==> config.mk <==
export PLATFORM = sky130hd
export DESIGN_NAME = serial_bank_mapper_core
export DESIGN_NICKNAME = d
export VERILOG_FILES = /design/src/rtl/core/sbm_pkg.sv /design/src/rtl/core/sbm_loader.sv /design/src/rtl/core/sbm_translate.sv /design/src/rtl/core/serial_bank_mapper_core.sv
export SDC_FILE = /design/constraint.sdc
export NUM_CORES = 1
export LEC_CHECK = 0
export BUFFER_PORTS_ARGS = -buffer_cell sky130_fd_sc_hd__buf_4
export CORE_ASPECT_RATIO = 1.25
export CORE_MARGIN = 10
export CORE_UTILIZATION = 35
export DETAILED_ROUTE_END_ITERATION = 10
export HOLD_SLACK_MARGIN = 0.06
export PLACE_DENSITY = 0.58
export SYNTH_ARGS = -nofsm -noshare
export SYNTH_HDL_FRONTEND = slang
export SYNTH_SLANG_ARGS = --single-unit
==> constraint.sdc <==
create_clock -name clk -period 11 [get_ports clk]
set_input_delay 1.65 -clock clk [delete_from_list [all_inputs] [get_ports clk]]
set_output_delay 1.65 -clock clk [all_outputs]
set_load 0.02 [all_outputs]
==> src/rtl/core/sbm_pkg.sv <==
`timescale 1ns / 1ps
`default_nettype none

package sbm_pkg;

  localparam int OFFSET_W = 23;
  localparam int ADDR_W   = 16;
  localparam int DATA_W   = 8;
  localparam int COUNT_W  = 8;
  localparam int REG_W    = 5;
  localparam int CFG_IDX_W = 2;

  localparam logic [COUNT_W-1:0] PRG_COUNT_RESET = 8'd16;
  localparam logic [COUNT_W-1:0] CHR_COUNT_RESET = 8'd16;

  localparam logic [OFFSET_W-1:0] HEADER_BYTES = 23'h10;

  localparam logic [CFG_IDX_W-1:0] CFG_PRG_COUNT = 2'd0;
  localparam logic [CFG_IDX_W-1:0] CFG_CHR_COUNT = 2'd1;

  typedef enum logic [1:0] {
    FUNC_WRITE = 2'd0,
    FUNC_PRG   = 2'd1,
    FUNC_CHR   = 2'd2,
    FUNC_RAM   = 2'd3
  } func_t;

  typedef enum logic [1:0] {
    WIN_CONTROL  = 2'd0,
    WIN_CHR_LOW  = 2'd1,
    WIN_CHR_HIGH = 2'd2,
    WIN_PRG      = 2'd3
  } window_t;

  typedef struct packed {
    logic [REG_W-1:0]   control;
    logic [REG_W-1:0]   chr_low;
    logic [REG_W-1:0]   chr_high;
    logic [REG_W-1:0]   prg;
    logic [COUNT_W-1:0] prg_count;
    logic [COUNT_W-1:0] chr_count;
  } sbm_state_t;

endpackage

`default_nettype wire

==> src/rtl/core/sbm_loader.sv <==
`timescale 1ns / 1ps
`default_nettype none

module sbm_loader (
  input  wire logic                          clk,
  input  wire logic                          rst,
  input  wire logic                          advance,
  input  wire logic [1:0]                    func,
  input  wire logic [sbm_pkg::ADDR_W-1:0]    bus_addr,
  input  wire logic [sbm_pkg::DATA_W-1:0]    write_byte,
  input  wire logic                          cfg_we,
  input  wire logic [sbm_pkg::CFG_IDX_W-1:0] cfg_index,
  input  wire logic [sbm_pkg::COUNT_W-1:0]   cfg_data,
  output sbm_pkg::sbm_state_t                state_next
);
  import sbm_pkg::*;

  logic [REG_W-1:0]   shift_bits;
  logic [2:0]         shift_count;
  logic [REG_W-1:0]   control;
  logic [REG_W-1:0]   chr_low;
  logic [REG_W-1:0]   chr_high;
  logic [REG_W-1:0]   prg;
  logic [COUNT_W-1:0] prg_count;
  logic [COUNT_W-1:0] chr_count;

  logic [REG_W-1:0]   shift_bits_next;
  logic [2:0]         shift_count_next;
  logic [REG_W-1:0]   shifted;
  logic [2:0]         count_inc;

  always_comb begin
    shifted          = {write_byte[0], shift_bits[REG_W-1:1]};
    count_inc        = 3'(shift_count + 3'd1);
    shift_bits_next  = shift_bits;
    shift_count_next = shift_count;
    state_next.control   = control;
    state_next.chr_low   = chr_low;
    state_next.chr_high  = chr_high;
    state_next.prg       = prg;
    state_next.prg_count = prg_count;
    state_next.chr_count = chr_count;
    if (func_t'(func) == FUNC_WRITE && bus_addr[ADDR_W-1]) begin
      if (write_byte[DATA_W-1]) begin
        shift_bits_next    = '0;
        shift_count_next   = '0;
        state_next.control = control | 5'h0C;
      end else if (count_inc == 3'd5) begin
        shift_bits_next  = '0;
        shift_count_next = '0;
        case (window_t'(bus_addr[14:13]))
          WIN_CONTROL:  state_next.control  = shifted;
          WIN_CHR_LOW:  state_next.chr_low  = shifted;
          WIN_CHR_HIGH: state_next.chr_high = shifted;
          default:      state_next.prg      = shifted;
        endcase
      end else begin
        shift_bits_next  = shifted;
        shift_count_next = count_inc;
      end
    end
  end

  always_ff @(posedge clk) begin
    if (rst) begin
      shift_bits  <= '0;
      shift_count <= '0;
      control     <= '0;
      chr_low     <= '0;
      chr_high    <= '0;
      prg         <= '0;
      prg_count   <= PRG_COUNT_RESET;
      chr_count   <= CHR_COUNT_RESET;
    end else begin
      if (advance) begin
        shift_bits  <= shift_bits_next;
        shift_count <= shift_count_next;
        control     <= state_next.control;
        chr_low     <= state_next.chr_low;
        chr_high    <= state_next.chr_high;
        prg         <= state_next.prg;
      end
      if (cfg_we && cfg_index == CFG_PRG_COUNT) begin
        prg_count <= cfg_data;
      end
      if (cfg_we && cfg_index == CFG_CHR_COUNT) begin
        chr_count <= cfg_data;
      end
    end
  end

endmodule

`default_nettype wire

==> src/rtl/core/sbm_translate.sv <==
`timescale 1ns / 1ps
`default_nettype none

module sbm_translate (
  input  wire sbm_pkg::sbm_state_t          state,
  input  wire logic [1:0]                   func,
  input  wire logic [sbm_pkg::ADDR_W-1:0]   bus_addr,
  output logic [sbm_pkg::OFFSET_W-1:0]      image_offset,
  output logic                              offset_valid,
  output logic                              mirror_horizontal
);
  import sbm_pkg::*;

  logic [COUNT_W-1:0]  prg_bank;
  logic [OFFSET_W-1:0] chr_base;
  logic [16:0]         chr_inner;

  assign mirror_horizontal = (state.control[1:0] == 2'b11);

  always_comb begin
    if (!state.control[2]) begin
      prg_bank = bus_addr[14] ? {4'd0, state.prg[3:0]} : '0;
    end else begin
      prg_bank = bus_addr[14] ? 8'(state.prg_count - 8'd1) : {4'd0, state.prg[3:0]};
    end

    chr_base = HEADER_BYTES + {1'b0, state.prg_count, 14'd0};

    if (!state.control[4]) begin
      chr_inner = {state.chr_low[4:1], bus_addr[12:0]};
    end else if (bus_addr[15:12] == 4'd0) begin
      chr_inner = {state.chr_low, bus_addr[11:0]};
    end else if (bus_addr[15:12] == 4'd1) begin
      chr_inner = {state.chr_high, bus_addr[11:0]};
    end else begin
      chr_inner = '0;
    end

    image_offset = '0;
    offset_valid = 1'b0;
    case (func_t'(func))
      FUNC_PRG: begin
        offset_valid = 1'b1;
        if (!bus_addr[15]) begin
          image_offset = HEADER_BYTES;
        end else if (!state.control[3]) begin
          image_offset = HEADER_BYTES + {5'd0, state.prg[3:1], bus_addr[14:0]};
        end else begin
          image_offset = HEADER_BYTES + {1'b0, prg_bank, bus_addr[13:0]};
        end
      end
      FUNC_CHR: begin
        if (state.chr_count != '0) begin
          offset_valid = 1'b1;
          image_offset = chr_base + {6'd0, chr_inner};
        end
      end
      FUNC_RAM: begin
        offset_valid = 1'b1;
        image_offset = {1'b0, state.prg_count, 14'd0}
                     + {2'd0, state.chr_count, 13'd0}
                     + {7'd0, bus_addr};
      end
      default: begin
        image_offset = '0;
        offset_valid = 1'b0;
      end
    endcase
  end

endmodule

`default_nettype wire

==> src/rtl/core/serial_bank_mapper_core.sv <==
// channel  direction  handshake             payload
// in       input      in_valid / in_stall   func, bus_addr, write_byte
// out      output     out_valid / out_stall image_offset, offset_valid,
//                                           mirror_horizontal
// cfg      input      cfg_we                cfg_index, cfg_data
//
// One word per cycle sustained while out_stall is low; each word passes the input
// register, then loader update and translation into the result register.
// Synchronous reset clears the loader and bank registers and sets both
// bank counts to 16.
// out_stall backs up into in_stall in the same cycle once both registers hold.
`timescale 1ns / 1ps
`default_nettype none

module serial_bank_mapper_core (
  input  wire logic                          clk,
  input  wire logic                          rst,
  input  wire logic                          in_valid,
  output logic                               in_stall,
  input  wire logic [1:0]                    func,
  input  wire logic [sbm_pkg::ADDR_W-1:0]    bus_addr,
  input  wire logic [sbm_pkg::DATA_W-1:0]    write_byte,
  output logic                               out_valid,
  input  wire logic                          out_stall,
  output logic [sbm_pkg::OFFSET_W-1:0]       image_offset,
  output logic                               offset_valid,
  output logic                               mirror_horizontal,
  input  wire logic                          cfg_we,
  input  wire logic [sbm_pkg::CFG_IDX_W-1:0] cfg_index,
  input  wire logic [sbm_pkg::COUNT_W-1:0]   cfg_data
);
  import sbm_pkg::*;

  logic               s1_valid;
  logic [1:0]         s1_func;
  logic [ADDR_W-1:0]  s1_addr;
  logic [DATA_W-1:0]  s1_data;

  logic               out_free;
  logic               s1_fire;
  logic               in_fire;

  sbm_state_t         state_next;
  logic [OFFSET_W-1:0] calc_offset;
  logic               calc_valid;
  logic               calc_mirror;

  assign out_free = !out_valid || !out_stall;
  assign s1_fire  = s1_valid && out_free;
  assign in_stall = s1_valid && !out_free;
  assign in_fire  = in_valid && !in_stall;

  always_ff @(posedge clk) begin
    if (rst) begin
      s1_valid <= 1'b0;
    end else if (in_fire) begin
      s1_valid <= 1'b1;
    end else if (s1_fire) begin
      s1_valid <= 1'b0;
    end
  end

  always_ff @(posedge clk) begin
    if (in_fire) begin
      s1_func <= func;
      s1_addr <= bus_addr;
      s1_data <= write_byte;
    end
  end

  sbm_loader u_loader (
    .clk        (clk),
    .rst        (rst),
    .advance    (s1_fire),
    .func       (s1_func),
    .bus_addr   (s1_addr),
    .write_byte (s1_data),
    .cfg_we     (cfg_we),
    .cfg_index  (cfg_index),
    .cfg_data   (cfg_data),
    .state_next (state_next)
  );

  sbm_translate u_translate (
    .state             (state_next),
    .func              (s1_func),
    .bus_addr          (s1_addr),
    .image_offset      (calc_offset),
    .offset_valid      (calc_valid),
    .mirror_horizontal (calc_mirror)
  );

  always_ff @(posedge clk) begin
    if (rst) begin
      out_valid <= 1'b0;
    end else if (out_free) begin
      out_valid <= s1_valid;
    end
  end

  always_ff @(posedge clk) begin
    if (s1_fire) begin
      image_offset      <= calc_offset;
      offset_valid      <= calc_valid;
      mirror_horizontal <= calc_mirror;
    end
  end

endmodule

`default_nettype wire

# [Word level (Yosys, flattened, before mapping)]
# Cells that the tools add are included.
[word_totals] memories=0 latch_bits=0 output_inout_bits=27 romBits=0 ramBits=0 ff_bits=97 input_bits=41 wordCells=83
[classes] multipliers=0 add_sub_neg=8 div=0 n_lt_le_gt_ge=0 n_eq_ne=9 bitwise=2 n_shift=0 n_mux=26 reduce_logical=21
[ops] operator="23-bit two-way mux" n=3
[ops] operator="23-bit case mux with 3 select lines" n=1
[ops] operator="17-bit two-way mux" n=3
[ops] operator="5-bit by 22-bit adder with 23-bit output (first input constant)" n=2
[ops] operator="20-bit two-way mux" n=2
[ops] operator="5-bit two-way mux" n=7
[ops] operator="22-bit by 21-bit adder with 23-bit output" n=1
[ops] operator="23-bit by 16-bit adder with 23-bit output" n=1
[ops] operator="23-bit by 17-bit adder with 23-bit output" n=1
[ops] operator="5-bit by 18-bit adder with 19-bit output (first input constant)" n=1
[ops] operator="8-bit two-way mux" n=2
[ops] operator="15-bit two-way mux" n=1
[ops] operator="2-bit == test (second input constant)" n=4
[ops] operator="8-bit nonzero test" n=1
[ops] operator="8-bit by 1-bit subtractor with 8-bit output (second input constant)" n=1
[ops] operator="2-bit by 1-bit == test with 1-bit output (second input constant)" n=3
[ops] operator="1-bit logical AND" n=6
[ops] operator="2-bit logical NOT" n=3
[ops] operator="3-bit two-way mux" n=2
[ops] operator="5-bit AND reduction" n=1
[ops] operator="4-bit by 1-bit == test with 1-bit output (second input constant)" n=1
[ops] operator="1-bit logical NOT" n=4
[ops] operator="4-bit logical NOT" n=1
[ops] operator="4-bit two-way mux" n=1
[ops] operator="10 further kinds" n=13

# [Longest topological paths before layout]
# Gate-level depths: netlist (run 1).
[depth] ltp_word=12 ltp_mapped=17 mapped_depth_nobuf=16

# [By module]
# A second synthesis (run 1) with hierarchy kept.
[unflattened] cells_unflattened=574 area_unflattened_um2=5824.3
[modules_own_cells] mod="sbm_translate" area_each_um2=2187.1 instances=1 cells_per_inst=311
[modules_own_cells] mod="sbm_loader" area_each_um2=2019.4 instances=1 cells_per_inst=202
[modules_own_cells] mod="serial_bank_mapper_core" area_each_um2=1617.8 instances=1 cells_per_inst=61

# [Worst setup path after synthesis (run 1)]
# No wires, ideal clock.
[synth_path] path_type="flip-flop to flip-flop" from="reg u_loader.shift_count[0]" to="reg image_offset[16] (netlist bit), data pin" path_buffers=1 stages_incl_launch_ff=16 arrival_time_ps=3493 setup_slack_ps=7247 period_less_slack_ps=3753 required_time_ps=10739 setup_time_ps=261 cell_sequence="dfxtp_1 -> ha_1 -> xor2_2 -> buf_4 -> nand3_1 -> a211o_1 -> a21oi_1 -> and2_1 -> ha_1 -> nand3_1 -> or2_2 -> nor2_1 -> nand3_1 -> o31ai_2 -> xor2_1 -> a221o_1"
[synth_between] elab_chain_cells=11 word_cells_on_any_way=19 classes_between="add/sub: 4; eq/ne: 1; mux: 14"
[synth_rtl] item="start: declaration" line="sbm_loader.sv:19" source="logic [2:0] shift_count;"
[synth_rtl] item="start signal: assignment" line="sbm_loader.sv:77" source="shift_count <= shift_count_next;"
[synth_rtl] item="3-bit by 1-bit adder with 3-bit output (*)" line="sbm_loader.sv:34" source="count_inc = 3'(shift_count + 3'd1);"
[synth_rtl] item="3-bit == test (*)" line="sbm_loader.sv:48" source="end else if (count_inc == 3'd5) begin"
[synth_rtl] item="20-bit two-way mux (*)" line="sbm_loader.sv:48"
[synth_rtl] item="15-bit two-way mux" line="sbm_loader.sv:44" source="if (write_byte[DATA_W-1]) begin"
[synth_rtl] item="20-bit two-way mux (*)" line="sbm_loader.sv:43" source="if (func_t'(func) == FUNC_WRITE && bus_addr[ADDR_W-1]) begin"
[synth_rtl] item="17-bit two-way mux (tied with other cells)" line="sbm_translate.sv:33" source="end else if (bus_addr[15:12] == 4'd1) begin"
[synth_rtl] item="17-bit two-way mux or 8-bit two-way mux (tied branches)" line="sbm_translate.sv:31, sbm_translate.sv:21"
[synth_rtl] item="17-bit two-way mux or 5-bit by 22-bit adder with 23-bit output (tied branches)" line="sbm_translate.sv:29, sbm_translate.sv:49"
[synth_rtl] item="23-bit by 17-bit adder with 23-bit output or 23-bit two-way mux (tied branches)" line="sbm_translate.sv:55, sbm_translate.sv:46"
[synth_rtl] item="23-bit two-way mux (on tied branches)" line="sbm_translate.sv:53, sbm_translate.sv:44"
[synth_rtl] item="23-bit case mux with 3 select lines (*)" line="sbm_translate.sv:41" source="case (func_t'(func))"
[synth_rtl] item="named net calc_offset[16]" line="serial_bank_mapper_core.sv:44" source="logic [OFFSET_W-1:0] calc_offset;"
[synth_rtl] item="end signal: assignment" line="serial_bank_mapper_core.sv:103" source="image_offset <= calc_offset;"
[synth_rtl] item="end: declaration" line="serial_bank_mapper_core.sv:25" source="output logic [sbm_pkg::OFFSET_W-1:0] image_offset,"
# Mark *: on every way through the listed nets, which the timed path passes. The rest lies on a longest branch.
# A chain may end at the register's enable or synchronous reset.

# [Final worst setup path (run 1)]
# Same ends and word-level chain as after synthesis.

==> reports/metrics.yaml, run 1 <==
critical_path_arrival_ns: 4.57
post-route-min-period_ns: 4.47
drcViolationCount: 0
outcome: "completed"
start_kind: "flip-flop"
vias: 4599
slew_headroom_pct: 35.1
cts_resized: 0
critPathCapture: "image_offset[16]"
post_cts_buffers: 0
synthesis.area_mm2: 0.00550
whs_ns: 0.474
async_reset_ff_share_pct: 0
worst_pin_slew_ns: 0.970
synth.net_count: 660
maxSlewViolCount: 0
ios: 68
synth_top_area_share_pct: 24.6
die_w_um: 132
crit_required_ns: 11.09
pwr-share-seq_pct: 49.8
antenna_cells: 0
layout_commonest_cell: "nor2_1"
setup_viol: 0
finalHoldViolCount: 0
worstSetupPathType: "reg -> reg"
antenna_found_initial: 0
path_max_fanout: 13
grt_max_degree: 45
cts_tree: "done"
clock_latency_ns: 0.35
cp-startpoint: "u_loader.shift_count[0]"
r2r_slack_ns: 6.53
port_buffers: 61
setup_tns_ns: 0
p_switching_mw: 0.199
post_drt_wl_per_cell_um: 17.3
rr_worst_depth: 14
dpl.hpwl_mm: 11.2
cts_max_level: 3
r2r_end: "image_offset[16]"
drt-initial-drc-count: 308
ys.flop_type: "edfxtp_1"
vdd_drop_max_mv: 0.0826
core-area_mm2: 0.0155
gp_congestion: 0.862
drt-vias-per-instance: 5.38
min-delay-path-class: "reg -> reg"
die_h_um: 160
ys_types: 71
ys_ff_latch: 89
area_growth_pct: 16.3
total_power_mw: 0.756
intPower_mw: 0.557
clock_path_buffers: 2
drive_above_1_share_pct: 15.7
drt_pass1_iterations: 5
synth_edf_count: 45
rows: 51
syn_inst: 593
clk_pin_slew_ns: 0.06
fin_crit_sh_pct: 40.7
yosysWarnings: 0
powerDensity_mw_per_mm2: 118
fmax_ghz: 0.223
p_comb_share_pct: 12.0
synth.largest_area_cell: "edfxtp_1"
grt_pass1_vias: 4494
rsz0062_at_grt: "false"
cts-buffers-inserted: 9
cts.hold.buffers_added: 0
clock_sinks: 89
track_usage_pct: 13.9
maxCapViolCount: 0
p_leak_nw: 2.38
syn_avg_cell_area_um2: 9.27
mostFrequentLayoutCells: "67 x nor2_1, 64 x buf_4, 57 x nand2_1"
p_clk_share_pct: 38.2
wirelength_mm: 14.8
clk_root_buffer_cell: "clkbuf_16"
sw_frac_of_total_pct: 26.3
ant_nets: 0
layout.nets: 705
grt_pass1_wl_mm: 23.9
seq_area_frac_synth_pct: 40.6
clock_skew_ns: 0.0131
worstSetupEndpointType: "flip-flop"
initial_core_util_pct: 35.4
die-area_mm2: 0.0211
synthTopCellsByArea: "edfxtp_1 25%, dfxtp_1 16%, ha_1 5.2%"
overflow: 0
worstReg2RegStart: "u_loader.shift_count[0]"
[critical path: stages (launching register included)]
cell and delay [ns]:
dfxtp_1 0.35, ha_1 0.24, xor2_2 0.52, nand3_1 0.14, a211o_1 0.31, a21oi_1 0.63
and2_1 0.24, ha_1 0.18, nand3_1 0.12, or2_2 0.32, nor2_1 0.14, nand3_1 0.19
o31ai_2 0.38, xor2_1 0.11, a221o_1 0.36
[flip-flops by register name, summed over array words and instances, names as in the netlist, 4 cells and up]
signal,flops
u_loader.chr_high,5
u_loader.prg_count,8
u_loader.chr_count,8
u_loader.chr_low,5
image_offset,23
u_loader.shift_bits,4
u_loader.prg,4
u_loader.control,5
s1_addr,16
[Yosys cell counts, types with 13 or more instances]
| library cell | instances |
|---|---|
| o21ai_0 | 26 |
| nand2_1 | 57 |
| dfxtp_1 | 44 |
| xnor2_1 | 18 |
| ha_1 | 23 |
| nand3_1 | 31 |
| inv_1 | 15 |
| clkbuf_1 | 21 |
| nor2_1 | 67 |
| mux2i_1 | 27 |
| nor3_1 | 13 |
| edfxtp_1 | 45 |
| a21oi_1 | 49 |
[per-layer routing]
metal	vias to the layer above	share of wire [%]	track usage, %
met3	11	4.4	2.73
met2	108	51	24.1
met4	0	1.1	4.15
li1	2287	-	-
met1	2193	43	17.0
met5	-	0	0
[logic make-up after synthesis]
group                    Yosys count  synth area share [%]
adder cells (fa/ha/maj)           26                  6.33
flip-flops                        89                  40.6
XOR/XNOR                          29                  4.76
buffers and inverters             45                  3.42
AO/OA/AOI/OAI                    144                  17.9
multiplexers                      32                  6.56
AND/OR/NAND/NOR                  228                  20.4
[stage by stage]
step | instances | setup WS [ns] | util [%] | area [µm²]
detailed placement | 839 | 6.57 | 39.4 | 6110
CTS | 855 | 6.54 | 41.2 | 6390
floorplan | 593 | 7.25 | - | 5500
finish | 855 | 6.53 | 41.2 | 6390
global route | 855 | 6.18 | 41.2 | 6390
global placement | 839 | 6.64 | 39.4 | 6110
[how the worst min path moves through the flow]
stage,startpoint,cells past startpoint,endpoint
floorplan,u_loader.shift_count[1],2,u_loader.shift_count[1]
global placement,u_loader.shift_count[1],2,u_loader.shift_count[1]
detailed placement,u_loader.shift_count[0],2,u_loader.shift_count[0]
CTS,u_loader.shift_count[1],2,u_loader.shift_count[1]
global route,u_loader.shift_count[1],2,u_loader.shift_count[1]
finish,u_loader.shift_count[1],2,u_loader.shift_count[1]
[power groups by stage]
| stage | clock (mW) | combinational [mW] | sequential, mW |
|---|---|---|---|
| 4_1_cts | 0.299 | 0.0915 | 0.376 |
| 3_5_place_dp | 0 | 0.0910 | 0.383 |
| 6_report | 0.289 | 0.0905 | 0.376 |
| 5_1_grt | 0.314 | 0.101 | 0.378 |
| 2_1_floorplan | 0 | 0.0544 | 0.383 |
| 3_3_place_gp | 0 | 0.0896 | 0.383 |
[area by class of cell]
class | instances | area (µm²)
Fill cell | 1523 | 9110
Sequential cell | 89 | 2230
Tap cell | 212 | 265
Timing Repair Buffer | 64 | 480
Clock inverter | 6 | 50.0
Inverter | 15 | 56.3
Clock buffer | 10 | 229
Multi-Input combinational cell | 459 | 3080
Note: power is estimated with default switching activity, not from simulation.
==> run 2: changes to the inputs <==
- clock period: 11 -> 4.3 ns (I/O delays scaled with it)
==> run 2 against run 1 <==
  * Non-clock buffer count grew 6
  * Wire length grew 1.4%
  * Sequential power grew to 2.6 times the previous value
  * Die area is the same
  * Fmax grew 16%
  * Hold slack lost 0.015 ns
  * Clock power grew to 3.0 times the previous value
  * Total power grew to 2.7 times the previous value
  * Global-route usage grew 0.23 points
  * Worst setup slack lost 6.1 ns
  * Largest power group unchanged
==> reports/metrics.yaml, run 2 (synthesis results as in run 1) <==
outcome: "completed"
p_leak_nw: 2.44  # +2.5%
die-area_mm2: 0.0211  # unchanged
gp_congestion: 0.880  # +2.1%
cts_resized: 0  # unchanged
die_h_um: 160  # unchanged
setup_viol: 0  # unchanged
wirelength_mm: 15.0  # +1.4%
drt-initial-drc-count: 293  # -4.9%
maxSlewViolCount: 0  # unchanged
port_buffers: 61  # unchanged
core-area_mm2: 0.0155  # unchanged
largest_register_ffs: 23  # unchanged
cts_tree: "done"
clk_root_buffer_cell: "clkbuf_16"
clock_path_buffers: 2  # unchanged
whs_ns: 0.459  # -0.0154 ns
cts-buffers-inserted: 9  # unchanged
drt-vias-per-instance: 5.45  # +1.2%
clock_latency_ns: 0.36  # about the same
wl_met1_mm: 6.66  # +4.6%
worstSetupEndpointType: "flip-flop"
start_kind: "flip-flop"
powerDensity_mw_per_mm2: 319  # +170%
overflow: 0  # unchanged
ios: 68  # unchanged
seqCellArea_mm2: 0.00223  # unchanged
rows: 51  # unchanged
rsz0062_at_grt: "false"
antenna_cells: 0  # unchanged
crit_required_ns: 4.41  # -6.68 ns
fillCellCount: 1513  # -0.66%
reg_top3: "image_offset: 23 flops, s1_addr: 16 flops"
grt_pass1_vias: 4672  # +4.0%
grt_max_degree: 45  # unchanged
clk_pin_slew_ns: 0.07  # about the same
r2r_slack_ns: 0.44  # -6.09 ns
worstSetupPathType: "reg -> reg"
die_w_um: 132  # unchanged
dpl.hpwl_mm: 11.4  # +2.0%
rr_worst_depth: 15  # +1
min_from: "bus_addr[12]"
maxCapViolCount: 0  # unchanged
worst_pin_slew_ns: 1.00  # +0.0345 ns
grt_pass1_wl_mm: 24.4  # +2.0%
initial_core_util_pct: 35.4  # unchanged
antenna_found_initial: 0  # unchanged
post-route-min-period_ns: 3.86  # -0.615 ns
hold-path-cell-count: 1  # -1
critical_path_arrival_ns: 3.97  # -0.60 ns
track_usage_pct: 14.2  # +0.23 points
drcViolationCount: 0  # unchanged
top_layer: "met4"
met2_length_mm: 7.51  # -1.1%
path_max_fanout: 15  # +2
setup_tns_ns: 0  # unchanged
drive_above_1_share_pct: 16.6  # +0.93 points
vias: 4689  # +2.0%
drt_pass1_iterations: 5  # unchanged
cts.hold.buffers_added: 0  # unchanged
slew_headroom_pct: 32.8  # -2.3 points
cts_max_level: 3  # unchanged
clock_sinks: 89  # unchanged
hold_path_end: "s1_addr[12]"
layout_commonest_cell: "buf_4"
post_cts_buffers: 0  # unchanged
vdd_drop_max_mv: 0.182  # +120%
fmax_ghz: 0.259  # +16%
post_drt_wl_per_cell_um: 17.4  # +0.67%
fin_crit_sh_pct: 89.8  # +49 points
multi_input_area_mm2: 0.00308  # unchanged
mostFrequentLayoutCells: "70 x buf_4, 67 x nor2_1, 57 x nand2_1"
area_growth_pct: 18.0
clock_skew_ns: 0.0106  # -0.00248 ns
top_register: "image_offset"
wl_met3_um: 434  # -34%
worstReg2RegStart: "u_loader.shift_count[0]"
finalHoldViolCount: 0  # unchanged
r2r_end: "image_offset[16]"
layout.nets: 711  # +0.85%
ant_nets: 0  # unchanged
min-delay-path-class: "in -> reg"
==> run 2: worst max path at each step <==
stage,start,to,slack [ns],depth (start not counted)
after floorplan,u_loader.shift_count[0],image_offset[16],0.55,15
after global placement,u_loader.shift_count[0],image_offset[16],0.56,15
after detailed placement,u_loader.shift_count[0],image_offset[16],0.48,15
after CTS,u_loader.shift_count[0],image_offset[16],0.46,15
after global routing,u_loader.shift_count[0],image_offset[16],0.20,15
final,u_loader.shift_count[0],image_offset[16],0.44,15
==> run 2: cell type report <==
type,count,share of cell area (%)
timing repair buffer,70,8.10
inverter,15,0.868
clock inverter,6,1.18
tap,212,4.09
multi-input combinational,459,47.5
clock buffer,10,3.86
sequential,89,34.4
==> run 2: metal layers <==
metal	track usage, %	vias up
li1	-	2302
met1	17.1	2262
met2	24.2	102
met3	2.51	23
met4	6.03	0
met5	0	-
==> run 2: where the power goes <==
group          internal, mW  switching [mW]  total [mW]
Sequential            0.928          0.0333       0.961
Combinational        0.0988           0.135       0.234
Clock                 0.499           0.372       0.870
==> run 2: per-stage QoR <==
step	instance area (µm²)	cells	util [%]	worst slack, ns	power (mW)
after floorplan	5500	593	-	0.547	1.12
after global placement	6160	845	39.7	0.557	1.21
after detailed placement	6160	845	39.7	0.483	1.22
after CTS	6480	861	41.8	0.459	2.09
after global routing	6480	861	41.8	0.199	2.15
final	6480	861	41.8	0.440	2.07
==> run 2: critical path: stages (launching register included) <==
cell,delay [ns]
dfxtp_1,0.32
ha_1,0.25
xor2_2,0.16
buf_4,0.19
nand4_4,0.24
nor2_1,0.08
a21oi_1,0.33
and2_1,0.20
ha_1,0.18
nand3_1,0.12
or2_2,0.33
nor2_1,0.14
nand3_1,0.17
o31ai_2,0.39
xor2_1,0.12
a221o_1,0.37
==> run 3: changes to the inputs <==
- CAP_MARGIN: not set -> 40
- REMOVE_ABC_BUFFERS: not set -> 1
==> run 3 against run 2 <==
  * Design area about the same
  * Hold slack lost 0.0014 ns
  * Utilization hardly changed
  * Non-clock buffer count is 3 higher
  * Largest power group unchanged
  * Wire length grew 2.1%
  * Critical path type unchanged
  * Combinational power increased by 2%
  * Sequential power about the same
==> reports/metrics.yaml, run 3 (synthesis results as in run 1) <==
rr_worst_depth: 14  # -1
r2r_slack_ns: 0.38  # -0.06 ns
mostFrequentLayoutCells: "71 x buf_4, 67 x nor2_1, 57 x nand2_1"
start_kind: "flip-flop"
clock_sinks: 89  # unchanged
rows: 51  # unchanged
dpl.hpwl_mm: 11.6  # +1.4%
maxSlewViolCount: 0  # unchanged
cts_max_level: 3  # unchanged
layout.nets: 714  # +0.42%
placed_cell_area_mm2: 0.00619  # +0.53%
cts.hold.buffers_added: 0  # unchanged
top_register: "image_offset"
drcViolationCount: 0  # unchanged
fin_util_pct: 41.8  # about the same
area_growth_pct: 18.1  # about the same
fin_ws_ns: 0.383  # -0.0573 ns
hold-path-cell-count: 1  # unchanged
path_max_fanout: 6  # -9
wirelength_mm: 15.3  # +2.1%
overflow: 0  # unchanged
antenna_cells: 0  # unchanged
p_leak_nw: 2.45  # +0.28%
rsz0062_at_grt: "false"
die_h_um: 160  # unchanged
cts-buffers-inserted: 9  # unchanged
cts_tree: "done"
track_usage_pct: 14.4  # +0.18 points
min-delay-path-class: "in -> reg"
worstPathCellList: "ha_1, xor2_2, nand3_1, a211o_1, a21oi_1, and2_1, ha_1, nand3_1, or2_2, nor2_1, nand3_1, o31ai_2, xor2_1, a221o_1"
final_area_mm2: 0.00649  # about the same
fin_crit_sh_pct: 91.1  # +1.3 points
outcome: "completed"
worstSetupEndpointType: "flip-flop"
stdcell_count: 864  # +0.35%
path_buf_inv: 0  # -1
grt_pass1_vias: 4685  # +0.28%
gp_congestion: 0.852  # -3.2%
r2r_end: "image_offset[16]"
min_from: "bus_addr[3]"
vdd_drop_max_mv: 0.183  # +0.86%
worst_pin_slew_ns: 0.932  # -0.0719 ns
post_drt_wl_per_cell_um: 17.7  # +1.8%
drt-vias-per-instance: 5.40  # -0.77%
post-route-min-period_ns: 3.92  # +0.0573 ns
clock_path_buffers: 2  # unchanged
antenna_found_initial: 0  # unchanged
grt_pass1_wl_mm: 24.7  # +1.2%
initial_core_util_pct: 35.4  # unchanged
clk_root_buffer_cell: "clkbuf_16"
slew_headroom_pct: 37.6  # +4.8 points
dp_cells: 848  # +0.36%
drive_above_1_share_pct: 17.2  # +0.54 points
clk_pin_slew_ns: 0.08  # about the same
cpLargestDelayFamily: "compound AO/OA/AOI/OAI gates"
grt_max_degree: 45  # unchanged
clock_skew_ns: 0.0113  # +0.000701 ns
clock_latency_ns: 0.36  # about the same
setup_tns_ns: 0  # unchanged
drt-initial-drc-count: 373  # +27%
crit_path_top_delay_cell: "a21oi_1"
hold_path_end: "s1_addr[3]"
reg_top3: "image_offset: 23 flops, s1_addr: 16 flops"
die-area_mm2: 0.0211  # unchanged
port_buffers: 61  # unchanged
powerDensity_mw_per_mm2: 308  # -3.2%
place_ws_ns: 0.449  # -0.0340 ns
worstSetupPathType: "reg -> reg"
cp_common_cell: "nand3_1"
critical_path_arrival_ns: 4.01  # +0.04 ns
ios: 68  # unchanged
largest_register_ffs: 23  # unchanged
die_w_um: 132  # unchanged
cts_resized: 0  # unchanged
vias: 4669  # -0.43%
post_cts_buffers: 0  # unchanged
fmax_ghz: 0.255  # -1.5%
core-area_mm2: 0.0155  # unchanged
crit_required_ns: 4.40  # about the same
slowest_delay_ns: 0.41  # +0.02 ns
ant_nets: 0  # unchanged
finalHoldViolCount: 0  # unchanged
maxCapViolCount: 0  # unchanged
drt_pass1_iterations: 6  # +1
setup_viol: 0  # unchanged
layout_commonest_cell: "buf_4"
worstReg2RegStart: "u_loader.shift_count[1]"
-- run 3: worst max path at each step --
stage / from / cells past startpoint / endpoint / slack [ns]
global route: u_loader.shift_count[0] / 14 / image_offset[16] / 0.16
global placement: u_loader.shift_count[0] / 14 / image_offset[16] / 0.58
CTS: u_loader.shift_count[1] / 14 / image_offset[16] / 0.43
detailed placement: u_loader.shift_count[1] / 14 / image_offset[16] / 0.45
floorplan: u_loader.shift_count[0] / 14 / image_offset[16] / 0.52
finish: u_loader.shift_count[1] / 14 / image_offset[16] / 0.38
-- run 3: area by class of cell --
type                       instances  area [µm²]
clock buffer                       9         225
clock inverter                     7        73.8
fill                            1518        9020
inverter                          15        56.3
multi-input combinational        459        3080
sequential                        89        2230
tap                              212         265
timing repair buffer              73         553
-- run 3: report_power, final --
part	internal, mW	switching (mW)
Combinational	0.100	0.139
Clock	0.416	0.387
Sequential	0.927	0.0318
Total	1.44	0.557
-- run 3: per-stage QoR --
stage	power (mW)	hold slack (ns)
floorplan	1.11	0.443
global placement	1.21	0.459
detailed placement	1.22	0.472
CTS	2.02	0.447
global route	2.08	0.445
finish	2.00	0.458
-- run 3: per-layer routing --
metal / share of wire [%] / wire length (µm) / vias to the layer above / GRT usage (%)
met2: 50 / 7660 / 111 / 24.6
met3: 4.2 / 649 / 28 / 2.70
met5: 0 / 0 / - / 0
li1: - / - / 2292 / -
met4: 2.4 / 370 / 0 / 6.08
met1: 43 / 6620 / 2238 / 17.1
